--- config.mk ---
export PLATFORM = sky130hd
export DESIGN_NAME = skt_enc
export DESIGN_NICKNAME = d
export VERILOG_FILES = /design/src/hw/rtl/skt_enc.sv
export SDC_FILE = /design/constraint.sdc
export NUM_CORES = 1
export LEC_CHECK = 0
export ABC_AREA = 1
export BUFFER_PORTS_ARGS = -buffer_cell sky130_fd_sc_hd__buf_2
export CORE_AREA = 2 2 104 106
export DETAILED_ROUTE_END_ITERATION = 7
export DIE_AREA = 0 0 106 108
export PLACE_DENSITY = 0.67
export SYNTH_ARGS = -nofsm -noshare
export SYNTH_HDL_FRONTEND = slang
export SYNTH_SLANG_ARGS = --single-unit
export TNS_END_PERCENT = 10
--- constraint.sdc ---
create_clock -name vclk -period 1.66
set_clock_uncertainty 0.2 [all_clocks]
set_input_delay 0.332 -clock vclk [all_inputs]
set_output_delay 0.332 -clock vclk [all_outputs]
set_load 0.01 [all_outputs]
--- src/hw/rtl/skt_enc.sv ---
// skt_enc: one-hot to binary encoder for the boundary cell of the row
// depends on nothing
`timescale 1ns / 1ps
`default_nettype none

module skt_enc #(
	parameter int N     = 256,
	parameter int IDX_W = 8
) (
	input  wire  [N-1:0]     onehot,
	output logic [IDX_W-1:0] idx,
	output logic             any
);

	always_comb begin
		idx = '0;
		for (int i = 0; i < N; i++) begin
			if (onehot[i]) begin
				idx = idx | IDX_W'(i);
			end
		end
	end

	assign any = |onehot;

endmodule

`default_nettype wire

### Yosys cells after proc, flatten, opt, wreduce, memory -nomap -nowiden

Index checks and enable logic that the tools add are counted.

| storage, ports and cells | value |
|---|---|
| output and inout bits | 9 |
| logic and storage cells | 256 |
| bits in registers | 0 |

| cells by class | value |
|---|---|
| multiplexer cells | 255 |
| reductions and logical operators | 1 |

Operator list:

| operator | number |
|---|---|
| 8-bit 2-to-1 mux | 128 |
| 7-bit 2-to-1 mux | 64 |
| 256-bit OR reduction | 1 |
| 6-bit 2-to-1 mux | 32 |
| 5-bit 2-to-1 mux | 16 |
| 4-bit 2-to-1 mux | 8 |
| 3-bit 2-to-1 mux | 4 |
| 2-bit 2-to-1 mux | 2 |
| 1-bit 2-to-1 mux | 1 |

### Logic depth before layout (Yosys ltp)

Gate-level depths: netlist (run 1).

| depth | value |
|---|---|
| depth in word-level cells | 255 |
| gate-level depth with buffers | 8 |
| gate-level depth less buffers | 8 |

### Least setup slack after synthesis (run 1)

No wires, ideal clock.

| path | value |
|---|---|
| path type | in2out |
| start point | input onehot[254] |
| end point | output any |
| slack | 96 ps |
| stages on the path | 8 |
| arrival time | 1032 ps |
| cell sequence | nor2_2 -> nand2_2 -> nor2_4 -> nand2_2 -> nor2_2 -> nand2_1 -> nor2_2 -> nand2_1 |

| between the ends | value |
|---|---|
| word-level cells in the longest chain between the ends | 1 |

Ends and longest elaborated chain:

| what | RTL line | text |
|---|---|---|
| start, declared | 10 | `input wire [N-1:0] onehot,` |
| 256-bit OR reduction | 24 | `assign any = \|onehot;` |
| end, declared | 12 | `output logic any` |

No other way between the ends.

### Final worst setup path (run 1)

| path | value |
|---|---|
| start point | input onehot[102] |
| end point | output any |

The elaborated chain is that of the path after synthesis.

==> flow_summary_export.csv, run 1 <==
group,metric,value,unit
synth,synthCells,494,
cells_and_area,final_net_count,1141,
die,dieArea,11400,um^2
synth,synth_top_area_frac,0.455,
critical_path,path_class,"in2out",
timing,hold_violations,0,
hold_path,min-delay-start,"onehot[229]",
timing,max_freq,513,MHz
routing,routedWlPerCell,13.4,um
routing,drt_pre_antenna_iters,4,
critical_path,cpPeakStageDelay,150,ps
die,dieWidth,106,um
global_route,grt-ovfl-total,0,
critical_path,startpoint_type,"input pin",
die,die_height,108,um
global_route,antenna_found_initial,0,
hold_path,hold_depth,8,
place,hpwl,12300,um
routing,drc,0,
timing,finalMaxSlewViolations,0,
place,portBuffers,265,
power,clkPwrFrac,0,
die,core-area,10200,um^2
synth,synth_area,2130,um^2
routing,drtAntennaViolNets,0,
global_route,grt_pass1_wl,20900,um
job,maxCapViolations,0,
power,seqPwrFrac,0,
power,p_leak,0.00229,uW
critical_path,cp_cell_sequence,"buf_2 -> nor2_1 -> nand2_1 -> nor2_1 -> nand2_1 -> nor2_1 -> nand2_1 -> nor2_1 -> nand2_1 -> buf_2",
synth,synth_top_cell_by_area,"nor2_1",
power,p_sw,399,uW
global_route,grt.total_usage,0.227,
routing,viasPerCell,4.46,
cells_and_area,nFlopsAndLatches,0,
timing,tightest_slew,220,ps
outcome,status,"finished, violations left",
hold_path,min_path_type,"in2out",
cells_and_area,fin_area,5000,um^2
critical_path,crit_path_end_kind,"output port",
place,place_congestion,0.871,
place,place_ws,-437,ps
routing,wl,13600,um
synth,synth.most_common_cell,"nor2_1",
synth,synth.distinct_cells,13,
power,p_per_area,176,nW/um^2
timing,setup_viol_count_final,9,
synth,synth.avg_cell_area,4.31,um^2
power,irDropWorstVdd,0.0757,mV
synth,synth_area_leaders,"nor2_1 (45%), nand2_1 (19%), nand4_1 (12%), nor2_2 (8.5%), nand3_1 (4.9%)",
die,io_pins,265,
timing,period_minus_slack,1950,ps
critical_path,cp_slowest_cell,"nor2_1",
cts,hold_buffers,0,
critical_path,cp.required,1130,ps
power,p_comb_frac,1.000,
critical_path,crit_start,"onehot[102]",
power,intPower,483,uW
global_route,grt_max_degree,5,
die,num_rows,37,
cells_and_area,area_growth,135,%
synth,yosys_warnings,0,
synth,synth_common_cells,"nor2_1 (258), nand2_1 (109), nand4_1 (41), nor2_2 (29), nand3_1 (21)",
timing,fin_crit_sh,1.17,
global_route,grt_pass1_vias,4502,
cells_and_area,drive_gt1_frac,0.582,
cells_and_area,regArea,0,um^2
power,p_sw_frac,0.452,
cells_and_area,n_antenna_cell,0,
timing,rsz0062_at_grt,"true",
outcome,violations,"negative setup slack",
routing,first_iter_violations,138,
die,start_util,0.208,
timing,fin_ws,-288,ps
critical_path,crit_fanout,3,
synth,syn-num-nets,750,
critical_path,cp.arrival,1420,ps
timing,relSlewSlack,0.852,
cells_and_area,clkbuf_count,0,
synth,synth-seq-area-share,0,
routing,vias,4542,
place,place_area,4500,um^2
metrics by stage:
stage	hold WS, ps	power [uW]	std cells	TNS (ps)	util
5_1_grt	975	966	1019	-3160	0.488
3_5_place_dp	950	770	1011	-2960	0.440
3_3_place_gp	933	762	1011	-3020	0.440
2_1_floorplan	707	187	494	0	-
4_1_cts	932	837	1017	-2280	0.470
6_report	938	882	1019	-2190	0.488
critical path: cells and delay by family:
kind / cells / cell delay, ps
AND/OR/NAND/NOR: 8 / 860
buffers and inverters: 2 / 240
cell type report:
cell class	count	area, um^2
fillers	1154	5240
inverters	12	45.0
multi-input cells	482	2440
well taps	136	170
repair buffers	389	2340
layout by cell type, fill, tap and decap left out, drive strengths merged:
cell | netlist | routed
nand3b | 2 | 2
nand2 | 115 | 115
nand3 | 21 | 21
nand4 | 41 | 41
buf | 0 | 389
inv | 12 | 12
and3 | 3 | 3
nor2 | 291 | 291
and2 | 2 | 2
nor3 | 7 | 7
cell families after synthesis:
family                 share of synthesized area
AND/OR/NAND/NOR                            0.979
buffers and inverters                     0.0212
routing by layer:
metal	global-route usage	vias to the layer above	wire [um]
met2	0.448	184	7050
li1	-	2367	-
met5	0	-	0
met1	0.267	1971	5470
met4	0.0301	0	242
met3	0.0259	20	850
worst paths after layout:
kind | endpoint | slack [ps]
hold / removal | idx[0] | 940
setup / recovery | any | -290
power by group through the flow:
stage,Combinational [uW],Clock (uW),Sequential (uW)
3_5_place_dp,770,0,0
2_1_floorplan,187,0,0
6_report,882,0,0
4_1_cts,837,0,0
3_3_place_gp,762,0,0
5_1_grt,966,0,0
timing repair:
item	CTS	global route
setup buffers	6	2
resized for setup	76	52
hold endpoints to repair	0	0
endpoints found under the setup margin	9	9
pin swaps	22	16
No activity file was read; power rests on OpenSTA's default activity.
==> run 2, diff against run 1 <==
--- a/config.mk
+++ b/config.mk
@@ -13,2 +13,3 @@
 export PLACE_DENSITY = 0.67
+export REMOVE_ABC_BUFFERS = 1
 export SYNTH_ARGS = -nofsm -noshare
==> constraint.sdc (replaced) <==
create_clock -name vclk -period 1.66
set_clock_uncertainty 0.2 [all_clocks]
set_input_delay 0.249 -clock vclk [all_inputs]
set_output_delay 0.249 -clock vclk [all_outputs]
set_load 0.01 [all_outputs]
==> run 2 against run 1 <==
The flow still finishes with violations (negative setup slack). Sequential cell count stayed put. First-iteration DRC count is 2.9% higher. Via count is 1.2% lower. Worst setup slack better by 130 ps. Maximum frequency is 7.0% higher. Design area is 1.6% lower. Wire length hardly changed. Core utilization is 0.76 points lower. Clock-buffer cell count stayed put. Non-clock buffer count is 1 lower. Die area stayed put. Critical endpoint unchanged. Largest cell class unchanged.
==> flow_summary_export.csv, run 2 (synthesis gave the netlist of run 1 again) <==
group,metric,value,unit
critical_path,crit_fanout,4,
cells_and_area,nFlopsAndLatches,0,
timing,tightest_slew,248,ps
critical_path,endpoint,"any",
outcome,violations,"negative setup slack",
global_route,antenna_found_initial,0,
routing,drtAntennaViolNets,0,
power,irDropWorstVdd,0.0848,mV
cells_and_area,n_antenna_cell,0,
cells_and_area,num-fill-cells,1137,
job,maxCapViolations,0,
global_route,grt_max_degree,5,
timing,finalMaxSlewViolations,0,
critical_path,cp_top_family,"simple AND/OR/NAND/NOR gates",
cells_and_area,regArea,0,um^2
cells_and_area,fin_cells,1018,
place,place_congestion,0.922,
die,start_util,0.208,
timing,max_freq,549,MHz
die,dieArea,11400,um^2
hold_path,min_path_type,"in2out",
timing,rsz0062_at_grt,"true",
global_route,grt_pass1_vias,4559,
cells_and_area,final_common_cell,"buf_2",
timing,fin_ws,-160,ps
timing,hold_violations,0,
cells_and_area,final_util,0.481,
power,p_leak,0.00225,uW
die,num_rows,37,
timing,fin_crit_sh,1.10,
place,hpwl,12400,um
routing,first_iter_violations,142,
die,dieWidth,106,um
timing,period_minus_slack,1820,ps
timing,setup_viol_count_final,9,
timing,relSlewSlack,0.834,
routing,wl,13600,um
global_route,grt-ovfl-total,0,
cells_and_area,clkbuf_count,0,
critical_path,path_class,"in2out",
timing,whs,764,ps
hold_path,hold_depth,6,
global_route,grt_pass1_wl,20700,um
die,die_height,108,um
cells_and_area,area_growth,131,%
critical_path,startpoint_type,"input pin",
critical_path,crit_buf_inv,2,
critical_path,crit_path_end_kind,"output port",
global_route,grt.total_usage,0.226,
die,io_pins,265,
hold_path,min-delay-start,"onehot[80]",
critical_path,worst-path-stages,10,
cts,hold_buffers,0,
critical_path,cp_slowest_cell,"nor2_1",
critical_path,cp.required,1210,ps
place,post-place-cells,1012,
routing,vias,4486,
cells_and_area,drive_gt1_frac,0.582,
critical_path,cpPeakStageDelay,160,ps
routing,viasPerCell,4.41,
outcome,status,"finished, violations left",
routing,drc,0,
place,portBuffers,265,
critical_path,cp.arrival,1370,ps
power,p_per_area,175,nW/um^2
cells_and_area,layout_common_cells,"buf_2 (260), nor2_1 (190), buf_4 (123)",
critical_path,crit_start,"onehot[188]",
die,core-area,10200,um^2
routing,routedWlPerCell,13.4,um
cells_and_area,final_net_count,1140,
routing,drt_pre_antenna_iters,4,
critical_path,cp_cell_sequence,"buf_2 -> nor2_1 -> nand2_2 -> nor2_1 -> nand2_1 -> nor2_1 -> nand2_1 -> nor2_2 -> nand2_1 -> buf_2",
run 2: layout make-up:
class | count | area [um^2] | area share
repair buffers | 388 | 2280 | 0.464
well taps | 136 | 170 | 0.0346
multi-input cells | 482 | 2420 | 0.492
inverters | 12 | 45.0 | 0.00916
run 2: where the power goes:
| part | switching, uW | total (uW) | leakage (uW) | internal, uW |
|---|---|---|---|---|
| sequential | 0 | 0 | 0 | 0 |
| combinational | 392 | 862 | 0.00225 | 471 |
| clock | 0 | 0 | 0 | 0 |
| total | 392 | 862 | 0.00225 | 471 |
run 2: worst min-delay path by stage:
stage / slack (ps) / to
2_1_floorplan: 540 / idx[4]
3_3_place_gp: 770 / idx[4]
3_5_place_dp: 770 / idx[4]
4_1_cts: 770 / idx[4]
5_1_grt: 790 / idx[4]
6_report: 760 / idx[4]
run 2: routing by layer:
metal	vias up	GRT usage	part of all wire
met3	6	0.0229	0.058
met2	171	0.459	0.53
met4	0	0.0197	0.0055
met5	-	0	0
li1	2366	-	-
met1	1943	0.263	0.40
run 2: what timing repair did:
item,in CTS,in global routing
gates resized for setup,67,49
gates cloned,0,0
pin swaps,16,15
buffers inserted,4,3
setup endpoints to repair,9,9
run 2: stage by stage:
stage	power (uW)	setup slack [ps]	setup TNS, ps	cell area (um^2)
6_report	862	-160	-757	4920
4_1_cts	828	-141	-805	4750
3_3_place_gp	762	-297	-1490	4500
2_1_floorplan	187	262	0	2130
5_1_grt	948	-224	-1640	4920
3_5_place_dp	770	-234	-1430	4500
