## src/hw/rtl/skt_pkg.sv

```systemverilog
// skt_pkg: shared types and constants for the sorted key table
// depends on nothing; used by skt_cell and sorted_key_table_top
`timescale 1ns / 1ps
`default_nettype none

package skt_pkg;

	// request codes on req_type
	localparam logic REQ_INSERT = 1'b0;
	localparam logic REQ_FIND   = 1'b1;

	// fixed port widths
	localparam int KEY_PORT_W = 32;
	localparam int POS_W      = 8;
	localparam int CNT_OUT_W  = 9;

	// sequencer states
	typedef enum logic [1:0] {
		ST_IDLE,
		ST_CMP,
		ST_ENC
	} skt_state_t;

	// per-cycle control broadcast to every cell
	typedef struct packed {
		logic capture;  // latch compare flags against the broadcast key
		logic shift;    // apply an insert at the boundary cell
	} skt_cell_ctl_t;

endpackage

`default_nettype wire

```

## src/hw/rtl/skt_cell.sv

```systemverilog
// skt_cell: one slot of the sorted key row, holds a key and its compare flags
// depends on skt_pkg (cell control struct)
`timescale 1ns / 1ps
`default_nettype none

module skt_cell #(
	parameter int KEY_WIDTH = 32,
	parameter int CNT_W     = 9,
	parameter int INDEX     = 0
) (
	input  wire                         clk,
	input  wire                         arst_n,
	input  wire skt_pkg::skt_cell_ctl_t ctl,
	input  wire [KEY_WIDTH-1:0]         key_bcast,
	input  wire [CNT_W-1:0]             count,
	input  wire                         lt_in,
	input  wire [KEY_WIDTH-1:0]         key_left,
	output logic                        lt,
	output logic                        eq,
	output logic [KEY_WIDTH-1:0]        key_out
);

	logic [KEY_WIDTH-1:0] key_q;
	logic                 lt_q;
	logic                 eq_q;
	logic                 occ;

	assign occ = CNT_W'(INDEX) < count;

	always_ff @(posedge clk or negedge arst_n) begin
		if (!arst_n) begin
			lt_q <= 1'b0;
			eq_q <= 1'b0;
		end else if (ctl.capture) begin
			lt_q <= occ && (key_q < key_bcast);
			eq_q <= occ && (key_q == key_bcast);
		end
	end

	// keys at or above the insert slot move up one, the boundary cell takes the new key
	always_ff @(posedge clk) begin
		if (ctl.shift) begin
			if (!lt_in) begin
				key_q <= key_left;
			end else if (!lt_q) begin
				key_q <= key_bcast;
			end
		end
	end

	assign lt      = lt_q;
	assign eq      = eq_q;
	assign key_out = key_q;

endmodule

`default_nettype wire

```

## config.mk

```make
export PLATFORM = sky130hd
export DESIGN_NAME = skt_cell
export DESIGN_NICKNAME = d
export VERILOG_FILES = /design/src/hw/rtl/skt_pkg.sv /design/src/hw/rtl/skt_cell.sv
export SDC_FILE = /design/constraint.sdc
export NUM_CORES = 1
export LEC_CHECK = 0
export ABC_AREA = 1
export BUFFER_PORTS_ARGS = -buffer_cell sky130_fd_sc_hd__buf_2
export CAP_MARGIN = 10
export CORE_MARGIN = 3
export CORE_UTILIZATION = 46
export CTS_CLUSTER_SIZE = 8
export DETAILED_ROUTE_END_ITERATION = 6
export PLACE_DENSITY = 0.8
export SLEW_MARGIN = 20
export SYNTH_ARGS = -nofsm -noshare
export SYNTH_HDL_FRONTEND = slang
export SYNTH_SLANG_ARGS = --single-unit
```

## constraint.sdc

```tcl
create_clock -name clk -period 4.2 [get_ports clk]
set_input_delay 0.21 -clock clk [delete_from_list [all_inputs] [get_ports clk]]
set_output_delay 0.21 -clock clk [all_outputs]
set_load 0.03 [all_outputs]
```

* Yosys cells after proc, flatten, opt, wreduce, memory -nomap -nowiden *
Index checks and enable logic that the tools add are counted.

storage, ports and cells
  flip-flop bits (word level) = 34
  input port bits = 78
  word-level logic and storage cells = 12

cells by class
  $lt $le $gt $ge = 2
  equality and inequality tests = 2
  muxes and demuxes = 2
  reductions and logical operators = 3

operators by type and width
  cell                                                                         number
  32-bit two-way mux                                                           2
  32-bit == test                                                               1
  32-bit less-than comparator                                                  1
  1-bit by 9-bit less-than comparator with 1-bit output, first input constant  1
  1-bit logical AND                                                            2
  2-bit inequality test, second input constant                                 1
  2-bit AND reduction                                                          1

* Logic depth before layout (Yosys ltp) *
Gate-level depths: netlist of run 1.

  word-level depth = 2
  depth in mapped cells = 14
  mapped depth without buffers = 14

* Worst setup path before layout of run 1 *
No wires, ideal clock.

  kind = register to register
  from = register lt_q, in the netlist lt
  to = register key_q[0], in the netlist key_out[0] (enable)
  library setup time = 0.471 ns
  arrival = 2.913 ns
  setup slack = 0.816 ns
  stages on the path, launching flop included = 2
  path buffers = 0
  clock period less this slack = 3.384 ns
  cells stage by stage = dfrtp_1 -> a21boi_0

between the ends
  word-level cells in the longest chain between the ends = 2

RTL lines
  what                             RTL line        source
  start: declaration               skt_cell.sv:24  logic lt_q;
  start signal: assignment         skt_cell.sv:35  lt_q <= occ && (key_q < key_bcast);
  2-bit inequality test (no line)  -
  2-bit AND reduction (no line)    -
  end signal: assignment           skt_cell.sv:44  key_q <= key_left;
  end signal: assignment           skt_cell.sv:46  key_q <= key_bcast;
  end: declaration                 skt_cell.sv:23  logic [KEY_WIDTH-1:0] key_q;

Every way passes these cells.
A chain may end at the register's enable or synchronous reset.

* Worst setup path after layout of run 1 *
  from = input port lt_in
  to = register key_q[12], in the netlist key_out[12] (enable)

between the ends
  word-level cells in the longest chain between the ends = 2

RTL lines
  what                             RTL line        source
  start: declaration               skt_cell.sv:16  input wire lt_in,
  2-bit inequality test (no line)  -
  2-bit AND reduction (no line)    -

Every way passes these cells.

==> qor.csv, run 1 <==
stage,metric,value,unit
status,status,"finished, final reports clean",
worst_setup_path,worst-path cell chain,"buf_2, buf_4, a21boi_4",
routing,Total Routed Length,5088,um
worst_setup_path,Setup crit end kind,flop,
floorplan,Initial Util,49.62,%
yosys,Mapped Nets,368,
final_layout,Nets,481,
cts,Root Driver,clkbuf_8,
timing,Hold WS,0.2197,ns
cts,CTS sink cnt,34,
worst_hold_path,Worst Hold Path EP,lt,
grt,first-pass GRT wire length,8631,um
floorplan,Total Die Area,0.005801,mm2
timing,Setup TNS,0,ns
grt,met1 Use GR,21.37,%
yosys,register area share after synthesis,44.64,%
cts,"Clk Latency, worst-skew pair",0.28,ns
grt,met3 usage,5.910,%
grt,met2 usage,31.74,%
grt,vias in the first global route,1957,
timing,period utilization,38.66,%
grt,GR peak layer,met2,
worst_setup_path,Worst EP arrival,1.53,ns
floorplan,die height,76.17,um
timing,Peak Freq,0.6158,GHz
timing,RSZ-0062 raised after global routing,false,
yosys,Mapped Cells,258,
worst_setup_path,r2r worst-path depth,1,
final_layout,synthesis-to-layout area growth,31.38,%
cts,CTS Buffer Depth,2,
worst_setup_path,Crit-path slowest cell,a21boi_4,
grt,pin count of the biggest net entering global routing,65,
grt,GRT overflow,0,
cts,post-CTS sizing,0,
cts,CTS tree,done,
yosys,Mean Syn Cell Area,8.778,um2
worst_setup_path,R2R setup slack,2.58,ns
yosys,YS warnings,0,
routing,Via density,4.714,
timing,max_slew headroom,31.08,%
place,gpl congestion,0.7328,
routing,drt wl/cell,11.64,um
routing,DRC violations left,0,
timing,Final min period,1.624,ns
worst_setup_path,WP data required,4.10,ns
routing,Final ANT Viol Nets,0,
worst_setup_path,Critical Path Max Stage Delay,0.89,ns
place,number of I/O port buffers,111,
floorplan,Std-Cell Rows,24,
timing,Slew Limit Fails,0,
worst_setup_path,Worst path top cell family by delay,compound AO/OA/AOI/OAI gates,
floorplan,I/O Pins,112,
timing,endpoints failing setup,0,
place,HPWL after DPL,4153,um
routing,DRT iter0 DRCs,105,
worst_hold_path,worst hold path startpoint,ctl[1],
yosys,"flops & latches, synth",34,
worst_setup_path,Crit Path Max Fanout,64,
grt,GRT Util Overall,18.13,%
timing,Setup Skew,0.006273,ns
worst_setup_path,r2r endpoint,key_out[12],
worst_hold_path,Hold Path Stages,4,
worst_hold_path,Worst Hold Class,in2reg,
yosys,post-synth cell types,21,
timing,"Hold Violations, Final",0,
routing,via count,2060,
run,# Max-Cap Violations,0,
floorplan,Core Area,0.004564,mm2
worst_setup_path,kind of critical path,in2reg,
yosys,Mapped Area,0.002265,mm2
cts,cts bufs inserted,5,
power,peak supply drop,0.0002205,V
worst_setup_path,CP startpoint kind,primary input,
timing,Worst Max-Slew Pin Slew,1.031,ns
worst_setup_path,Worst Path Buf+Inv,2,
grt,initial antenna violation count,0,
final_layout,n_diodes,0,
floorplan,die span in x,76.17,um
power,P per Cell Area,299.8,mW/mm2
cts,clock transition at the registers of the reported paths,0.07,ns
worst_setup_path,RR Startpoint,lt,
final_layout,share of cells above drive strength 1,33.87,%
power,Leakage,0.001558,uW
cts,CTS H-tree lvls,2,
routing,DR pass1 iterations,4,
## area by class of cell
| class | count | area, um2 |
|---|---|---|
| flip-flops and latches | 34 | 1011 |
| multi-input cells | 176 | 1076 |
| well taps | 65 | 81.33 |
| fillers | 409 | 1589 |
| repair buffers | 113 | 573.1 |
| inverters | 41 | 153.9 |
| clock buffers | 8 | 80.08 |
## flip-flops by register name, indices dropped and copies added, names as in the netlist
register  cells
lt            1
eq            1
key_out      32
## layout by cell type, fill, tap and decap left out
cell type	count
clkbuf_1	3
nor3_1	1
a21boi_4	1
ha_1	32
nand4_2	2
inv_1	41
a21o_1	1
clkbuf_8	5
edfxtp_1	32
o21ai_2	1
nand2_2	2
nor2_2	1
a21oi_1	44
nand4_1	2
buf_2	111
o21ai_0	2
o21a_1	1
mux2_2	1
dfrtp_1	2
buf_4	1
nor2_1	45
nand3_1	3
nor2_4	1
dlygate4sd3_1	1
nand2_1	36
## cells by family after synthesis
kind of cell,after synthesis,share of synthesized area [%]
and+or+nand+nor,93,17.29
AOI/OAI and AO/OA,50,11.55
buffers and inverters,48,8.342
DFF,34,44.64
adders and majority gates,32,17.68
muxes,1,0.4972
## repair_timing
item / 4_1_cts / 5_1_grt
endpoints found under the hold margin: 2 / 0
buffers inserted: 0 / 0
hold buffers: 1 / 0
## synth_stat cells (all sizes together)
cell    instances  area share (%)
mux2            1            0.50
edfxtp         32              42
nand4           4             1.7
nand2          38             6.5
dfrtp           2             2.2
o21ai           3            0.83
ha             32              18
nand3           3            0.66
o21a            1            0.33
buf             7             1.5
nor3            1            0.22
a21oi          44             9.7
a21o            1            0.33
a21boi          1            0.33
inv            41             6.8
nor2           47             8.2
## power by group
group | leakage (uW) | internal, uW | total (uW) | switching, uW
logic | 0.00119 | 92.3 | 242 | 150
registers | 0.000329 | 406 | 420 | 14.4
clock network | 0.0000395 | 118 | 230 | 112
## per-layer routing
metal | vias to the layer above | routed length, um | part of all wire [%]
met5 | - | 0 | 0
li1 | 1086 | - | -
met2 | 72 | 2588 | 51
met3 | 6 | 368 | 7.2
met1 | 896 | 2070 | 41
met4 | 0 | 61 | 1.2
## how the worst max path moves through the flow
stage | from | end | slack (ns) | cells past startpoint
after floorplan | lt | key_out[0] | 0.82 | 1
after global placement | lt_in | key_out[16] | 2.25 | 3
after detailed placement | lt_in | key_out[21] | 2.24 | 3
after CTS | lt | key_out[17] | 2.54 | 1
after global routing | lt | key_out[16] | 2.47 | 1
final | lt_in | key_out[12] | 2.58 | 3
## per-stage QoR
stage / total power, uW / instances / worst slack, ns / utilization (%) / instance area, um2
global route: 953.5 / 437 / 2.467 / 65.19 / 2975
finish: 891.9 / 437 / 2.576 / 65.19 / 2975
global placement: 664.3 / 428 / 2.249 / 63.21 / 2885
CTS: 901.9 / 437 / 2.545 / 65.19 / 2975
floorplan: 586.5 / 258 / 0.8159 / - / 2265
detailed placement: 671.3 / 428 / 2.244 / 63.21 / 2885
(Power assumes the default switching activity.)
==> inputs of run 2 (changes only) <==
Settings changed: CORE_UTILIZATION 46 to 42, PLACE_DENSITY 0.8 to 0.77.
Clock period 4.2 ns to 1.48 ns, I/O delays scaled along.
==> run 2 against run 1 <==
Effect of this change: critical path depth is 5 higher; combinational power grew to 3.3 times the previous value; final cell count grew 2.3%; final area is 9.1% higher; sequential cell count unchanged; register-to-register slack lost 2.5 ns; sequential share of layout area down 2.8 points; setup slack lost 2.5 ns; die area grew 8.8%; sequential power grew to 2.9 times the previous value; critical path type is now reg2reg; largest power group unchanged.
==> qor.csv, run 2 (synthesis gave the netlist of run 1 again) <==
stage,metric,value,unit,change
routing,Total Routed Length,5506,um,+8.2%
timing,max_slew headroom,77.65,%,+47 points
worst_hold_path,Worst Hold Path EP,lt,,
grt,vias in the first global route,2080,,+6.3%
timing,"Hold Violations, Final",0,,unchanged
final_layout,synthesis-to-layout area growth,43.31,%,
grt,pin count of the biggest net entering global routing,37,,-43%
final_layout,"commonest non-fill, non-tap cell in the layout",buf_2,,
routing,Post-Route M1 WL,2238,um,+8.1%
final_layout,"commonest non-fill, non-tap cells in the layout","111 x buf_2, 42 x nor2_1, 41 x a21oi_1",,
floorplan,Total Die Area,0.006309,mm2,+8.8%
timing,Setup Skew,0.008112,ns,+0.001839 ns
timing,Peak Freq,0.7043,GHz,
cts,clock transition at the registers of the reported paths,0.08,ns,about the same
grt,GRT Util Overall,16.99,%,-1.1 points
worst_setup_path,CP startpoint kind,flop,,
timing,endpoints failing setup,0,,unchanged
worst_setup_path,Crit. Startpoint,key_out[15],,
cts,"Clk Latency, worst-skew pair",0.29,ns,about the same
cts,CTS tree,done,,
cts,CTS H-tree lvls,2,,unchanged
cts,cts bufs inserted,5,,unchanged
cts,CTS sink cnt,34,,unchanged
run,# Max-Cap Violations,0,,unchanged
worst_setup_path,Setup crit end kind,flop,,
routing,met3 WL,293,um,-20%
timing,Setup TNS,0,ns,unchanged
place,dpl cell area,0.002943,mm2,+2.0%
cts,Root Driver,clkbuf_8,,
worst_hold_path,Hold Path Stages,4,,unchanged
power,peak supply drop,0.0005851,V,+170%
timing,Slew Limit Fails,0,,unchanged
worst_setup_path,Crit Path Max Fanout,2,,-97%
timing,RSZ-0062 raised after global routing,true,,
grt,initial antenna violation count,0,,unchanged
worst_setup_path,kind of critical path,reg2reg,,
routing,met2 routed WL,2895,um,+12%
cts,CTS Buffer Depth,2,,unchanged
routing,DRT iter0 DRCs,56,,-47%
power,P per Cell Area,877.2,mW/mm2,+190%
floorplan,I/O Pins,112,,unchanged
final_layout,post-route cell area,0.003246,mm2,+9.1%
floorplan,die span in x,79.43,um,+4.3%
final_layout,share of cells above drive strength 1,41.91,%,+8.0 points
floorplan,Core Area,0.005172,mm2,+13%
final_layout,Largest register FFs,32,,unchanged
floorplan,Std-Cell Rows,26,,+8.3%
grt,first-pass GRT wire length,8604,um,-0.31%
worst_setup_path,r2r endpoint,lt,,
grt,GRT overflow,0,,unchanged
worst_setup_path,Worst EP arrival,1.65,ns,+0.12 ns
worst_setup_path,r2r worst-path depth,8,,+7
worst_setup_path,WP data required,1.71,ns,-2.39 ns
floorplan,Initial Util,43.78,%,-5.8 points
worst_setup_path,RR Startpoint,key_out[15],,
power,Leakage,0.001606,uW,+3.1%
timing,period utilization,95.94,%,
place,gpl congestion,0.7553,,+3.1%
timing,Worst Max-Slew Pin Slew,0.3353,ns,-0.6960 ns
status,status,"finished, final reports clean",,
worst_hold_path,worst hold path startpoint,ctl[1],,
routing,DR top layer,met4,,
routing,Final ANT Viol Nets,0,,unchanged
worst_hold_path,Worst Hold Class,in2reg,,
timing,Final min period,1.420,ns,
final_layout,Nets,486,,+1.0%
final_layout,n_diodes,0,,unchanged
routing,Via density,4.709,,-0.10%
routing,DR pass1 iterations,4,,unchanged
place,number of I/O port buffers,111,,unchanged
worst_setup_path,R2R setup slack,0.06,ns,-2.52 ns
routing,DRC violations left,0,,unchanged
place,HPWL after DPL,4281,um,+3.1%
floorplan,die height,79.43,um,+4.3%
routing,drt wl/cell,12.32,um,+5.8%
routing,via count,2105,,+2.2%
run 2: cell count changes in the layout (fill, tap and decap cells not counted), moves of 4 or more:
cell | previous run | this run
buf_4 | 1 | 6
nand2_1 | 36 | 32
ha_4 | 0 | 10
ha_1 | 32 | 22
run 2: final cells by class:
class                   instances  area [um2]
well taps                      70       87.58
multi-input cells             176        1272
flip-flops and latches         34        1012
inverters                      41       153.9
clock buffers                   5       68.82
fillers                       453        1927
repair buffers                118       610.6
clock inverters                 3       40.04
run 2: worst max path at each step:
stage	endpoint	slack (ns)
floorplan	key_out[0]	-0.03
global placement	lt	0.03
detailed placement	lt	0.04
CTS	lt	0.02
global route	lt	-0.08
finish	lt	0.06
run 2: layer usage:
metal | track usage (%) | up-vias
li1 | - | 1094
met3 | 3.047 | 8
met5 | 0 | -
met1 | 20.27 | 944
met4 | 7.216 | 0
met2 | 29.80 | 59
run 2: repair_timing:
action                     CTS  global route
setup endpoints to repair    0             2
buffers inserted             0             2
gates resized for setup      0            27
hold endpoints to repair     2             0
hold buffers                 1             0
run 2: critical path: stages, from the launching register on:
cell and delay [ns]:
edfxtp_1 0.45, ha_4 0.27, a21oi_1 0.16, o21ai_0 0.12
a21oi_2 0.13, nand2_1 0.08, nand2_1 0.06, nand2_1 0.04
nand2_1 0.05
run 2: where the power goes:
group | internal (uW) | total, uW | switching, uW
sequential | 1150 | 1200 | 47.0
combinational | 321 | 797 | 475
clock | 496 | 854 | 358
total | 1970 | 2850 | 880
run 2: through the flow:
stage / hold WS, ns / std cells / setup WS, ns / power [uW] / utilization (%)
2_1_floorplan: -0.2216 / 258 / -0.02820 / 1675 / -
3_3_place_gp: -0.1314 / 436 / 0.03350 / 1907 / 56.89
3_5_place_dp: -0.1311 / 436 / 0.03991 / 1921 / 56.89
4_1_cts: 0.07832 / 445 / 0.01761 / 2784 / 59.19
5_1_grt: 0.1018 / 447 / -0.08456 / 3006 / 62.75
6_report: 0.07762 / 447 / 0.06010 / 2847 / 62.75
==> inputs of run 3 (changes only) <==
Settings changed: CORE_ASPECT_RATIO set to 0.5.
==> run 3 against run 2 <==
Effect of this change: fmax down 2.6%; count of clock-buffer cells in the layout stayed put; worst hold slack better by 0.0034 ns; via count increased by 1.4%; sequential power barely moved; final cell count up 0.45%; highest routed layer unchanged.
==> qor.csv, run 3 (synthesis gave the netlist of run 1 again) <==
stage,metric,value,unit,change
timing,"Hold Violations, Final",0,,unchanged
worst_setup_path,Crit-path slowest cell,edfxtp_1,,
final_layout,Layout Cells excl Fill,449,,+0.45%
worst_setup_path,Worst EP arrival,1.68,ns,+0.03 ns
final_layout,Largest register FFs,32,,unchanged
routing,drt wl/cell,12.67,um,+2.9%
worst_setup_path,kind of critical path,reg2reg,,
floorplan,I/O Pins,112,,unchanged
grt,pin count of the biggest net entering global routing,29,,-22%
timing,max_slew headroom,72.78,%,-4.9 points
cts,"Clk Latency, worst-skew pair",0.29,ns,about the same
floorplan,Std-Cell Rows,18,,-31%
worst_setup_path,worst-path cell chain,"ha_4, nand2_2, inv_2, buf_4, nand4_1, nor2_2, nand3_1, o21ai_2",,
grt,vias in the first global route,2170,,+4.3%
grt,first-pass GRT wire length,9080,um,+5.5%
grt,met2 usage,33.53,%,+3.7 points
status,status,"finished, final reports clean",,
floorplan,Initial Util,44.69,%,+0.91 points
cts,CTS Buffer Depth,2,,unchanged
routing,Via density,4.755,,+0.97%
grt,met1 Use GR,20.72,%,+0.45 points
place,number of I/O port buffers,111,,unchanged
power,P per Cell Area,888.5,mW/mm2,+1.3%
timing,RSZ-0062 raised after global routing,true,,
floorplan,die height,57.93,um,-27%
cts,CTS tree,done,,
floorplan,Core Area,0.005067,mm2,-2.0%
worst_setup_path,Worst Path Buf+Inv,2,,+2
timing,Worst Max-Slew Pin Slew,0.4083,ns,+0.07308 ns
worst_setup_path,Critical Path Max Stage Delay,0.44,ns,about the same
timing,Slew Limit Fails,0,,unchanged
final_layout,"commonest non-fill, non-tap cells in the layout","111 x buf_2, 42 x a21oi_1, 41 x nor2_1",,
worst_setup_path,Crit Path Max Fanout,2,,unchanged
worst_setup_path,r2r worst-path depth,8,,unchanged
worst_setup_path,r2r endpoint,eq,,
worst_setup_path,R2R setup slack,0.02,ns,-0.04 ns
cts,Root Driver,clkbuf_8,,
cts,cts bufs inserted,5,,unchanged
place,Placed Cells,436,,unchanged
cts,clock transition at the registers of the reported paths,0.08,ns,about the same
worst_setup_path,CP startpoint kind,flop,,
grt,GRT overflow,0,,unchanged
worst_hold_path,worst hold path startpoint,ctl[1],,
worst_hold_path,Worst Hold Path EP,lt,,
final_layout,post-route cell area,0.003222,mm2,-0.73%
grt,met3 usage,4.004,%,+0.96 points
worst_setup_path,Worst path top cell family by delay,flip-flops,,
worst_setup_path,RR Startpoint,key_out[3],,
place,HPWL after DPL,4440,um,+3.7%
routing,DRC violations left,0,,unchanged
place,gpl congestion,0.7355,,-2.6%
final_layout,synthesis-to-layout area growth,42.27,%,
timing,Peak Freq,0.6861,GHz,-2.6%
routing,Final ANT Viol Nets,0,,unchanged
final_layout,Nets,488,,+0.41%
worst_hold_path,Hold Path Stages,4,,unchanged
routing,via count,2135,,+1.4%
timing,endpoints failing setup,0,,unchanged
grt,initial antenna violation count,0,,unchanged
grt,GR peak layer,met2,,
floorplan,die span in x,109.8,um,+38%
final_layout,share of cells above drive strength 1,43.01,%,+1.1 points
cts,CTS sink cnt,34,,unchanged
final_layout,"commonest non-fill, non-tap cell in the layout",buf_2,,
grt,GRT Util Overall,17.90,%,+0.91 points
routing,Total Routed Length,5689,um,+3.3%
worst_hold_path,Worst Hold Class,in2reg,,
worst_setup_path,Setup crit end kind,flop,,
timing,period utilization,98.48,%,+2.5 points
run,# Max-Cap Violations,0,,unchanged
timing,Setup Skew,0.001549,ns,-0.006564 ns
final_layout,n_diodes,0,,unchanged
cts,CTS H-tree lvls,2,,unchanged
routing,DR pass1 iterations,6,,+2
timing,Final min period,1.457,ns,+0.03756 ns
floorplan,Total Die Area,0.006363,mm2,+0.85%
place,dpl cell area,0.002943,mm2,unchanged
power,Leakage,0.001609,uW,+0.21%
worst_setup_path,WP data required,1.71,ns,about the same
power,peak supply drop,0.0007784,V,+33%
routing,DRT iter0 DRCs,87,,+55%
## run 3: how the worst max path moves through the flow
stage | from | to | slack, ns | cells past startpoint
after floorplan | lt | key_out[0] | -0.03 | 1
after global placement | key_out[7] | eq | -0.002 | 7
after detailed placement | key_out[7] | eq | -0.04 | 7
after CTS | key_out[7] | eq | 0.003 | 7
after global routing | key_out[3] | lt | -0.06 | 12
final | key_out[3] | eq | 0.02 | 8
## run 3: tightest hold or removal path, cell delays in order
cell and delay (ns):
buf_2 0.09, inv_1 0.07, nand2_1 0.06, nand2_1 0.05
## run 3: area by class of cell
| cell class | instances | area, um2 |
|---|---|---|
| clock buffer | 5 | 68.82 |
| clock inverter | 3 | 40.04 |
| fill | 439 | 1846 |
| inverter | 41 | 153.9 |
| multi-input combinational | 176 | 1234 |
| sequential | 34 | 1012 |
| tap | 70 | 87.58 |
| timing repair buffer | 120 | 625.6 |
## run 3: metrics by stage
stage	setup WS, ns	TNS (ns)	hold slack, ns	power [uW]	utilization (%)
finish	0.02255	0	0.08105	2863	63.58
global route	-0.06008	-0.1027	0.08623	3032	63.58
CTS	0.003314	0	0.08148	2809	60.96
detailed placement	-0.04353	-0.04353	-0.1344	1928	58.07
global placement	-0.002346	-0.002346	-0.1357	1907	58.07
floorplan	-0.02820	-0.9278	-0.2216	1675	-
## run 3: timing repair
item,CTS,global route
hold buffers,1,0
buffers inserted,1,3
pin swaps,2,19
resized for setup,4,20
endpoints found under the hold margin,2,0
gates cloned,0,0
setup endpoints to repair,2,2
## run 3: where the power goes
| group | switching, uW | leakage [uW] | total, uW | internal, uW |
|---|---|---|---|---|
| Clock | 382 | 0.0000579 | 878 | 496 |
| Sequential | 49.3 | 0.000328 | 1200 | 1150 |
| Combinational | 469 | 0.00122 | 786 | 317 |
## run 3: metal layers
| metal | wire, um | part of all wire [%] | vias up |
|---|---|---|---|
| met3 | 270 | 4.7 | 5 |
| li1 | - | - | 1096 |
| met2 | 3035 | 53 | 47 |
| met1 | 2337 | 41 | 987 |
| met5 | 0 | 0 | - |
| met4 | 45 | 0.79 | 0 |
